[config.mk]
export PLATFORM = sky130hd
export DESIGN_NAME = refcounted_tag_slot_allocator_flat
export DESIGN_NICKNAME = d
export VERILOG_FILES = /design/src/hdl/rtsa_pkg.sv /design/src/hdl/rtsa_req_if.sv /design/src/hdl/rtsa_rsp_if.sv /design/src/hdl/rtsa_lookup.sv /design/src/hdl/refcounted_tag_slot_allocator.sv /design/src/flat_wrapper.sv
export VERILOG_INCLUDE_DIRS = /design/src /design/src/hdl
export SDC_FILE = /design/constraint.sdc
export NUM_CORES = 2
export LEC_CHECK = 0
export BUFFER_PORTS_ARGS = -buffer_cell sky130_fd_sc_hd__buf_2
export CAP_MARGIN = 0
export CORE_UTILIZATION = 30
export CTS_CLUSTER_SIZE = 8
export DETAILED_ROUTE_END_ITERATION = 10
export GPL_ROUTABILITY_DRIVEN = 1
export PLACE_DENSITY = 0.52
export SLEW_MARGIN = 20
export SYNTH_ARGS = -nofsm -noshare
export SYNTH_HDL_FRONTEND = slang
export SYNTH_SLANG_ARGS = --single-unit
export TNS_END_PERCENT = 5
[constraint.sdc]
create_clock -name clk -period 12.72 [get_ports clk]
set_clock_uncertainty 0.15 [all_clocks]
set_input_delay 1.908 -clock clk [delete_from_list [all_inputs] [get_ports clk]]
set_output_delay 1.908 -clock clk [all_outputs]
set_load 0.01 [all_outputs]
[src/hdl/refcounted_tag_slot_allocator_assert.svh]
// ============================================================================
// Assertion macros for the tag slot allocator
// Immediate-implication and next-cycle-implication property wrappers.
// ============================================================================
`ifndef REFCOUNTED_TAG_SLOT_ALLOCATOR_ASSERT_SVH
`define REFCOUNTED_TAG_SLOT_ALLOCATOR_ASSERT_SVH

`ifndef NO_ASSERTIONS

// Antecedent implies consequent in the same cycle
`define RTSA_ASSERT_NOW(label, clk, rst_n, ante, cons) \
    label: assert property (@(posedge clk) disable iff (!rst_n) (ante) |-> (cons)) \
        else $error("rtsa assertion failed");

// Antecedent implies consequent in the next cycle
`define RTSA_ASSERT_NEXT(label, clk, rst_n, ante, cons) \
    label: assert property (@(posedge clk) disable iff (!rst_n) (ante) |=> (cons)) \
        else $error("rtsa assertion failed");

`else

`define RTSA_ASSERT_NOW(label, clk, rst_n, ante, cons)
`define RTSA_ASSERT_NEXT(label, clk, rst_n, ante, cons)

`endif

`endif

[src/hdl/rtsa_pkg.sv]
// ============================================================================
// Tag slot allocator package
// Shared widths, operation codes, lookup flags and the saturating increment.
// ============================================================================
package rtsa_pkg;

    localparam int SLOTS_DEFAULT = 16;
    localparam int OP_W          = 2;
    localparam int TAG_W         = 16;
    localparam int CNT_W         = 8;
    localparam int SLOT_OUT_W    = 4;

    // Request operation codes; the fourth code is a no-op
    typedef enum logic [OP_W-1:0] {
        OP_ACQUIRE = 2'd0,
        OP_RELEASE = 2'd1,
        OP_CLEAR   = 2'd2
    } op_t;

    // Lookup summary handed from the match logic to the update logic
    typedef struct packed {
        logic hit;
        logic free_found;
    } lkp_flags_t;

    // Count increment that sticks at the maximum
    function automatic logic [CNT_W-1:0] sat_inc(input logic [CNT_W-1:0] v);
        logic [CNT_W-1:0] r;
        r = (v == {CNT_W{1'b1}}) ? v : v + CNT_W'(1);
        return r;
    endfunction

endpackage

[src/hdl/rtsa_req_if.sv]
// ============================================================================
// Request channel
// Valid/ready channel carrying one allocator request per transfer.
// ============================================================================
interface rtsa_req_if;
    logic                         valid;
    logic                         ready;
    logic [rtsa_pkg::OP_W-1:0]    op;
    logic [rtsa_pkg::TAG_W-1:0]   tag;
    logic [3:0]                   release_slot;

    modport source (output valid, op, tag, release_slot, input ready);
    modport sink   (input valid, op, tag, release_slot, output ready);
endinterface

[src/hdl/rtsa_rsp_if.sv]
// ============================================================================
// Response channel
// Valid/ready channel carrying one allocator result per transfer.
// ============================================================================
interface rtsa_rsp_if;
    logic                              valid;
    logic                              ready;
    logic [rtsa_pkg::SLOT_OUT_W-1:0]   granted_slot;
    logic                              newly_allocated;
    logic                              fallback_used;
    logic [rtsa_pkg::CNT_W-1:0]        count_after;

    modport source (output valid, granted_slot, newly_allocated, fallback_used,
                    count_after, input ready);
    modport sink   (input valid, granted_slot, newly_allocated, fallback_used,
                    count_after, output ready);
endinterface

[src/hdl/rtsa_lookup.sv]
// ============================================================================
// Tag slot lookup
// Parallel tag compare over live slots plus lowest-index priority encoders
// for the matching slot and the first free slot.
// ============================================================================
module rtsa_lookup #(
    parameter int SLOTS  = rtsa_pkg::SLOTS_DEFAULT,
    parameter int SLOT_W = 4
) (
    input  logic [rtsa_pkg::TAG_W-1:0] slot_tag [SLOTS],
    input  logic [rtsa_pkg::CNT_W-1:0] slot_refs [SLOTS],
    input  logic [rtsa_pkg::TAG_W-1:0] tag,
    output rtsa_pkg::lkp_flags_t       flags,
    output logic [SLOT_W-1:0]          hit_idx,
    output logic [SLOT_W-1:0]          free_idx,
    output logic [SLOTS-1:0]           live
);

    logic [SLOTS-1:0] match;

    // Per-slot live and match bits
    always_comb
    begin
        for (int i = 0; i < SLOTS; i++)
        begin
            live[i]  = (slot_refs[i] != '0);
            match[i] = live[i] && (slot_tag[i] == tag);
        end
    end

    // Lowest-index encoders: scan downward so the lowest hit wins
    always_comb
    begin
        hit_idx  = '0;
        free_idx = '0;
        for (int i = SLOTS - 1; i >= 0; i--)
        begin
            if (match[i])
            begin
                hit_idx = SLOT_W'(i);
            end
            if (!live[i])
            begin
                free_idx = SLOT_W'(i);
            end
        end
        flags.hit        = |match;
        flags.free_found = ~&live;
    end

endmodule

[src/hdl/refcounted_tag_slot_allocator.sv]
// ============================================================================
// Reference-counted tag slot allocator
// Path: input register, then table update and result register in one pass.
// Throughput: one request per cycle unless the response side stalls; the
// table is read and written in the same cycle, so back-to-back requests
// see each other's updates.
// Reset: asynchronous, clears both registers' valid bits and the whole table.
// ============================================================================
`include "refcounted_tag_slot_allocator_assert.svh"

module refcounted_tag_slot_allocator #(
    parameter int SLOTS = rtsa_pkg::SLOTS_DEFAULT
) (
    input  logic        clk,
    input  logic        rst_n,
    rtsa_req_if.sink    req,
    rtsa_rsp_if.source  rsp
);

    localparam int SLOT_W = (SLOTS > 1) ? $clog2(SLOTS) : 1;

    // Input register
    logic                          in_valid_reg;
    rtsa_pkg::op_t                 op_reg;
    logic [rtsa_pkg::TAG_W-1:0]    tag_reg;
    logic [3:0]                    rs_reg;

    // Slot table
    logic [rtsa_pkg::TAG_W-1:0]    slot_tag_reg  [SLOTS];
    logic [rtsa_pkg::CNT_W-1:0]    slot_refs_reg [SLOTS];
    logic [rtsa_pkg::TAG_W-1:0]    slot_tag_next [SLOTS];
    logic [rtsa_pkg::CNT_W-1:0]    slot_refs_next[SLOTS];

    // Result register
    logic                              out_valid_reg;
    logic [rtsa_pkg::SLOT_OUT_W-1:0]   slot_out_reg,  slot_out_next;
    logic                              fresh_reg,     fresh_next;
    logic                              fb_reg,        fb_next;
    logic [rtsa_pkg::CNT_W-1:0]        cnt_reg,       cnt_next;

    rtsa_pkg::lkp_flags_t  flags;
    logic [SLOT_W-1:0]     hit_idx;
    logic [SLOT_W-1:0]     free_idx;
    logic [SLOTS-1:0]      live;
    logic                  fire;
    logic [SLOT_W-1:0]     rs_idx;
    logic                  rs_in_range;
    logic [rtsa_pkg::CNT_W-1:0] rel_cnt;

    // Terms for the checks
    logic                  clear_fire;
    logic                  fresh_ok;

    // Handshake: stage advances when the result register is free or drains
    assign fire      = in_valid_reg && (!out_valid_reg || rsp.ready);
    assign req.ready = !in_valid_reg || fire;

    assign rsp.valid           = out_valid_reg;
    assign rsp.granted_slot    = slot_out_reg;
    assign rsp.newly_allocated = fresh_reg;
    assign rsp.fallback_used   = fb_reg;
    assign rsp.count_after     = cnt_reg;

    rtsa_lookup #(
        .SLOTS  (SLOTS),
        .SLOT_W (SLOT_W)
    ) u_lookup (
        .slot_tag  (slot_tag_reg),
        .slot_refs (slot_refs_reg),
        .tag       (tag_reg),
        .flags     (flags),
        .hit_idx   (hit_idx),
        .free_idx  (free_idx),
        .live      (live)
    );

    assign rs_idx      = SLOT_W'(rs_reg);
    assign rs_in_range = (32'(rs_reg) < 32'(SLOTS));
    assign rel_cnt     = slot_refs_reg[rs_idx];

    // Table update and result for the registered request
    always_comb
    begin
        slot_tag_next  = slot_tag_reg;
        slot_refs_next = slot_refs_reg;
        slot_out_next  = '0;
        fresh_next     = 1'b0;
        fb_next        = 1'b0;
        cnt_next       = '0;
        unique case (op_reg)
            rtsa_pkg::OP_ACQUIRE:
            begin
                if (flags.hit)
                begin
                    cnt_next                = rtsa_pkg::sat_inc(slot_refs_reg[hit_idx]);
                    slot_refs_next[hit_idx] = cnt_next;
                    slot_out_next           = rtsa_pkg::SLOT_OUT_W'(hit_idx);
                end
                else if (flags.free_found)
                begin
                    slot_tag_next[free_idx]  = tag_reg;
                    slot_refs_next[free_idx] = rtsa_pkg::CNT_W'(1);
                    cnt_next                 = rtsa_pkg::CNT_W'(1);
                    slot_out_next            = rtsa_pkg::SLOT_OUT_W'(free_idx);
                    fresh_next               = 1'b1;
                end
                else
                begin
                    // Table full: overcount slot 0
                    cnt_next          = rtsa_pkg::sat_inc(slot_refs_reg[0]);
                    slot_refs_next[0] = cnt_next;
                    fb_next           = 1'b1;
                end
            end
            rtsa_pkg::OP_RELEASE:
            begin
                slot_out_next = rs_reg;
                if (rs_in_range && (rel_cnt != '0))
                begin
                    cnt_next               = rel_cnt - rtsa_pkg::CNT_W'(1);
                    slot_refs_next[rs_idx] = cnt_next;
                    if (cnt_next == '0)
                    begin
                        slot_tag_next[rs_idx] = '0;
                    end
                end
            end
            rtsa_pkg::OP_CLEAR:
            begin
                for (int i = 0; i < SLOTS; i++)
                begin
                    slot_tag_next[i]  = '0;
                    slot_refs_next[i] = '0;
                end
            end
            default:
            begin
                // Unused code: no state change, zero result
            end
        endcase
    end

    // Input register
    always_ff @(posedge clk or negedge rst_n)
    begin
        if (!rst_n)
        begin
            in_valid_reg <= 1'b0;
        end
        else if (req.valid && req.ready)
        begin
            in_valid_reg <= 1'b1;
        end
        else if (fire)
        begin
            in_valid_reg <= 1'b0;
        end
    end

    always_ff @(posedge clk)
    begin
        if (req.valid && req.ready)
        begin
            op_reg  <= rtsa_pkg::op_t'(req.op);
            tag_reg <= req.tag;
            rs_reg  <= req.release_slot;
        end
    end

    // Slot table
    always_ff @(posedge clk or negedge rst_n)
    begin
        if (!rst_n)
        begin
            for (int i = 0; i < SLOTS; i++)
            begin
                slot_tag_reg[i]  <= '0;
                slot_refs_reg[i] <= '0;
            end
        end
        else if (fire)
        begin
            slot_tag_reg  <= slot_tag_next;
            slot_refs_reg <= slot_refs_next;
        end
    end

    // Result register
    always_ff @(posedge clk or negedge rst_n)
    begin
        if (!rst_n)
        begin
            out_valid_reg <= 1'b0;
        end
        else if (fire)
        begin
            out_valid_reg <= 1'b1;
        end
        else if (rsp.ready)
        begin
            out_valid_reg <= 1'b0;
        end
    end

    always_ff @(posedge clk)
    begin
        if (fire)
        begin
            slot_out_reg <= slot_out_next;
            fresh_reg    <= fresh_next;
            fb_reg       <= fb_next;
            cnt_reg      <= cnt_next;
        end
    end

    // Checks
    assign clear_fire = fire && (op_reg == rtsa_pkg::OP_CLEAR);
    assign fresh_ok   = (cnt_reg == rtsa_pkg::CNT_W'(1)) && !fb_reg;

    `RTSA_ASSERT_NEXT(a_clear_empties, clk, rst_n, clear_fire, live == '0)
    `RTSA_ASSERT_NOW(a_fresh_count_one, clk, rst_n, out_valid_reg && fresh_reg, fresh_ok)
    `RTSA_ASSERT_NOW(a_fallback_slot0, clk, rst_n, out_valid_reg && fb_reg, slot_out_reg == '0)

endmodule

[src/flat_wrapper.sv]
// flat-port wrapper written by rule: the top's interface ports become plain ports
module refcounted_tag_slot_allocator_flat 
#(
    parameter int SLOTS = rtsa_pkg::SLOTS_DEFAULT
)
  (clk, rst_n, req_valid, req_op, req_tag, req_release_slot, req_ready, rsp_valid, rsp_granted_slot, rsp_newly_allocated, rsp_fallback_used, rsp_count_after, rsp_ready);
  rtsa_req_if req_i ();
  rtsa_rsp_if rsp_i ();
  input  logic clk;
  input  logic rst_n;
  input wire logic [$bits(req_i.valid)-1:0] req_valid;
  input wire logic [$bits(req_i.op)-1:0] req_op;
  input wire logic [$bits(req_i.tag)-1:0] req_tag;
  input wire logic [$bits(req_i.release_slot)-1:0] req_release_slot;
  output wire logic [$bits(req_i.ready)-1:0] req_ready;
  output wire logic [$bits(rsp_i.valid)-1:0] rsp_valid;
  output wire logic [$bits(rsp_i.granted_slot)-1:0] rsp_granted_slot;
  output wire logic [$bits(rsp_i.newly_allocated)-1:0] rsp_newly_allocated;
  output wire logic [$bits(rsp_i.fallback_used)-1:0] rsp_fallback_used;
  output wire logic [$bits(rsp_i.count_after)-1:0] rsp_count_after;
  input wire logic [$bits(rsp_i.ready)-1:0] rsp_ready;
  assign req_i.valid = req_valid;
  assign req_i.op = req_op;
  assign req_i.tag = req_tag;
  assign req_i.release_slot = req_release_slot;
  assign req_ready = req_i.ready;
  assign rsp_valid = rsp_i.valid;
  assign rsp_granted_slot = rsp_i.granted_slot;
  assign rsp_newly_allocated = rsp_i.newly_allocated;
  assign rsp_fallback_used = rsp_i.fallback_used;
  assign rsp_count_after = rsp_i.count_after;
  assign rsp_i.ready = rsp_ready;
  refcounted_tag_slot_allocator #(.SLOTS(SLOTS)) u_core (.clk(clk), .rst_n(rst_n), .req(req_i), .rsp(rsp_i));
endmodule
==> impl_metrics.yaml <==
run_status:
  status: "completed"
worst_setup_path:
  critPathBufInv: 0
  worstPathRequired_ns: 12.95
  setup.worst_path.start_class: "register"
  slowest_delay_ns: 1.06
  worst-endpoint-arrival_ns: 7.92
  r2r_cells: 16
  cp_max_fo: 17
  cp_common_cell: "nor2_1"
  critical_path.top_delay_family: "simple AND/OR/NAND/NOR gates"
  endpoint_kind: "register"
  ff2ff_setup_slack_ns: 5.03
  critPathSlowestCell: "nor4_1"
  path_class: "reg2reg"
  timing.rr.end: "u_core.rsp.count_after[4]$_DFFE_PP_"
  path_cells: "nor4_1 -> nand2_1 -> nand4b_1 -> or4_4 -> a311oi_2 -> o211a_4 -> nor2_1 -> nor2_1 -> a2111oi_2 -> and3_2 -> ha_1 -> nand4_1 -> or3_4 -> o211ai_2 -> o21ai_0 -> a22o_1"
cts:
  cts-root-buf: "clkbuf_16"
  path_clk_slew_ns: 0.05
  cts_resized: 0
  clock-sinks: 422
  cts_setup_buffers: 0
  htreeDepth: 2
  cts_tree: "built"
  clock_path_buffers: 3
  cts_buffers: 61
  cts.hold.buffers_added: 0
  clock_latency_ns: 0.66
cells_and_area:
  design_area_sq_um: 28500
  fin_util_pct: 34.0
  layout-drive-gt1-share_pct: 12.3
  layout.nets: 2663
  stdcell_count: 3785
  fill_cells: 8548
  syn_to_final_growth_pct: 11.7
sta:
  relSlewSlack_pct: 16.3
  setup_tns_ns: 0
  slew_viol_final: 0
  worst_slew_pin_slew_ns: 1.24
  finalCritPeriodShare_pct: 60.4
  finalHoldViolCount: 0
  fmax_mhz: 130
  setup_violations: 0
  period_minus_slack_ns: 7.69
  setup_ws_ns: 5.03
  rsz0062_at_grt: "false"
yosys:
  async_reset_ff_share_pct: 91.5
  synth_nets: 2670
  syn_avg_cell_area_sq_um: 9.69
  netlist_area_sq_um: 25500
  synth-edff-count: 36
  ys.flop_type: "dfrtp_1"
  synth_cells: 2635
  ys_seq_elements: 422
  ys_warn_count: 0
  yosysSeqAreaShare_pct: 42.1
  synthDistinctLibCells: 105
floorplanning:
  row_count: 106
  io_pins: 42
  fp.dieW_microns: 294
  die_area_sq_um: 86300
  start_util_pct: 30.4
  core-area_sq_um: 84000
  die_h_microns: 294
hold_path:
  hold_depth: 2
  worstHoldPathType: "reg2reg"
grt:
  grt_use_total_pct: 26.1
  grt_pass1_wl_mm: 165
  antenna_found_initial: 2
  grt_pass1_vias: 22800
  overflow: 0
  grt_max_degree: 138
drt:
  drt-total-wl_mm: 113
  drc: 0
  dr.pass1.iters: 5
  vias: 23200
  routedWlPerCell_microns: 30.0
  vias_per_cell: 6.13
  drt_iter0_drc: 2606
  ant_nets: 0
power:
  p_leak_nw: 11.1
  power.density_nw_per_um2: 157
  peakVddDrop_v: 0.000118
placed_design:
  dp_cells: 3699
  hpwl_mm: 81.0
  io_buffers: 41
  gp_congestion: 0.994
  pre_cts_ws_ns: 5.37
  placed_cell_area_sq_um: 26700
job:
  maxCapViolCount: 0
## area by class of cell
| cell class | instances | area [sq um] | share of cell area (%) |
|---|---|---|---|
| Tap cell | 1134 | 1420 | 4.98 |
| Clock inverter | 8 | 115 | 0.404 |
| Sequential cell | 422 | 10700 | 37.7 |
| Clock buffer | 77 | 1630 | 5.71 |
| Antenna cell | 1 | 2.50 | 0.00878 |
| Inverter | 24 | 90.1 | 0.316 |
| Timing Repair Buffer | 101 | 678 | 2.38 |
| Multi-Input combinational cell | 2018 | 13800 | 48.5 |
## power breakdown
part | total, mW | switching (mW) | internal (mW)
clock | 1.54 | 0.640 | 0.902
combinational | 1.27 | 0.894 | 0.372
sequential | 1.66 | 0.157 | 1.50
total | 4.46 | 1.69 | 2.77
## cells by family after synthesis
logic type | Yosys count | synth area share (%)
and+or+nand+nor | 862 | 17.3
AOI/OAI and AO/OA | 804 | 21.4
DFF | 422 | 42.1
xor gates and xnor gates | 265 | 9.34
buffers and inverters | 195 | 4.26
muxes | 78 | 5.10
adders and majority gates | 9 | 0.441
## layout by cell type, fill, tap and decap left out, types with 11 or more instances in the layout
| cell type | n |
|---|---|
| a21oi_1 | 56 |
| a22o_1 | 130 |
| a22oi_1 | 153 |
| a31oi_1 | 11 |
| and2_1 | 12 |
| and3_1 | 12 |
| buf_2 | 40 |
| buf_4 | 59 |
| clkbuf_1 | 13 |
| clkbuf_16 | 62 |
| dfrtp_1 | 386 |
| edfxtp_1 | 36 |
| inv_1 | 22 |
| mux2_2 | 11 |
| mux2i_1 | 24 |
| mux4_2 | 40 |
| nand2_1 | 326 |
| nand2b_1 | 19 |
| nand3_1 | 52 |
| nand4_1 | 76 |
| nor2_1 | 107 |
| nor2b_1 | 30 |
| nor3_1 | 47 |
| nor4_1 | 59 |
| o211ai_1 | 19 |
| o21ai_0 | 259 |
| o21ai_1 | 37 |
| o21ai_2 | 12 |
| o22ai_1 | 14 |
| o31ai_1 | 22 |
| or2_2 | 11 |
| or3_1 | 15 |
| or4_1 | 14 |
| xnor2_1 | 157 |
| xor2_1 | 98 |
## worst max-delay path by stage
stage | cells past startpoint | end | slack [ns] | from
2_1_floorplan | 19 | u_core.rsp.count_after[0]$_DFFE_PP_ | 7.84 | u_core.tag_reg[2]$_DFFE_PP_
3_3_place_gp | 16 | u_core.rsp.count_after[4]$_DFFE_PP_ | 5.49 | register
3_5_place_dp | 16 | u_core.rsp.count_after[4]$_DFFE_PP_ | 5.37 | register
4_1_cts | 16 | u_core.rsp.count_after[4]$_DFFE_PP_ | 5.36 | register
5_1_grt | 16 | u_core.rsp.count_after[4]$_DFFE_PP_ | 4.97 | register
6_report | 16 | u_core.rsp.count_after[4]$_DFFE_PP_ | 5.03 | register
## cells in the mapped netlist, drive strengths merged, types with 21 or more instances
library cell / n / area, sq um
a22o: 131 / 1150
nor2: 114 / 438
nor3: 55 / 310
nor2b: 30 / 188
xnor2: 166 / 1520
o31ai: 24 / 190
o211ai: 21 / 168
nand4: 76 / 475
and3: 22 / 150
buf: 78 / 648
xor2: 99 / 867
nand3: 53 / 270
a22oi: 153 / 1150
a21oi: 56 / 280
clkbuf: 93 / 350
nor4: 63 / 407
inv: 24 / 90.1
edfxtp: 36 / 1080
mux4: 40 / 901
o21ai: 308 / 1590
mux2i: 27 / 278
nand2: 328 / 1250
dfrtp: 386 / 9660
## metrics by stage
stage / total power, mW / hold slack [ns]
2_1_floorplan: 2.34 / 0.307
3_3_place_gp: 2.87 / 0.330
3_5_place_dp: 2.90 / 0.337
4_1_cts: 4.44 / 0.351
5_1_grt: 4.61 / 0.368
6_report: 4.46 / 0.347
## metal layers
metal | GRT usage (%) | share of wire, % | routed length [microns] | vias up
met5 | 0 | 0 | 0 | -
met4 | 10.6 | 4.5 | 5150 | 0
met3 | 4.30 | 8.2 | 9290 | 281
met2 | 40.9 | 45 | 50900 | 1293
met1 | 35.6 | 42 | 48100 | 11800
li1 | - | - | - | 9820
## worst register-to-register path, cell delays in order, from the launching register on
cell and delay [ns]:
dfrtp_1 0.42, nor4_1 1.06, nand2_1 0.43, nand4b_1 0.28
or4_4 0.18, a311oi_2 0.14, o211a_4 0.36, nor2_1 0.88
nor2_1 0.22, a2111oi_2 0.67, and3_2 0.37, ha_1 0.23
nand4_1 0.21, or3_4 0.48, o211ai_2 0.90, o21ai_0 0.22
a22o_1 0.24
Note: power is estimated with default switching activity, not from simulation.
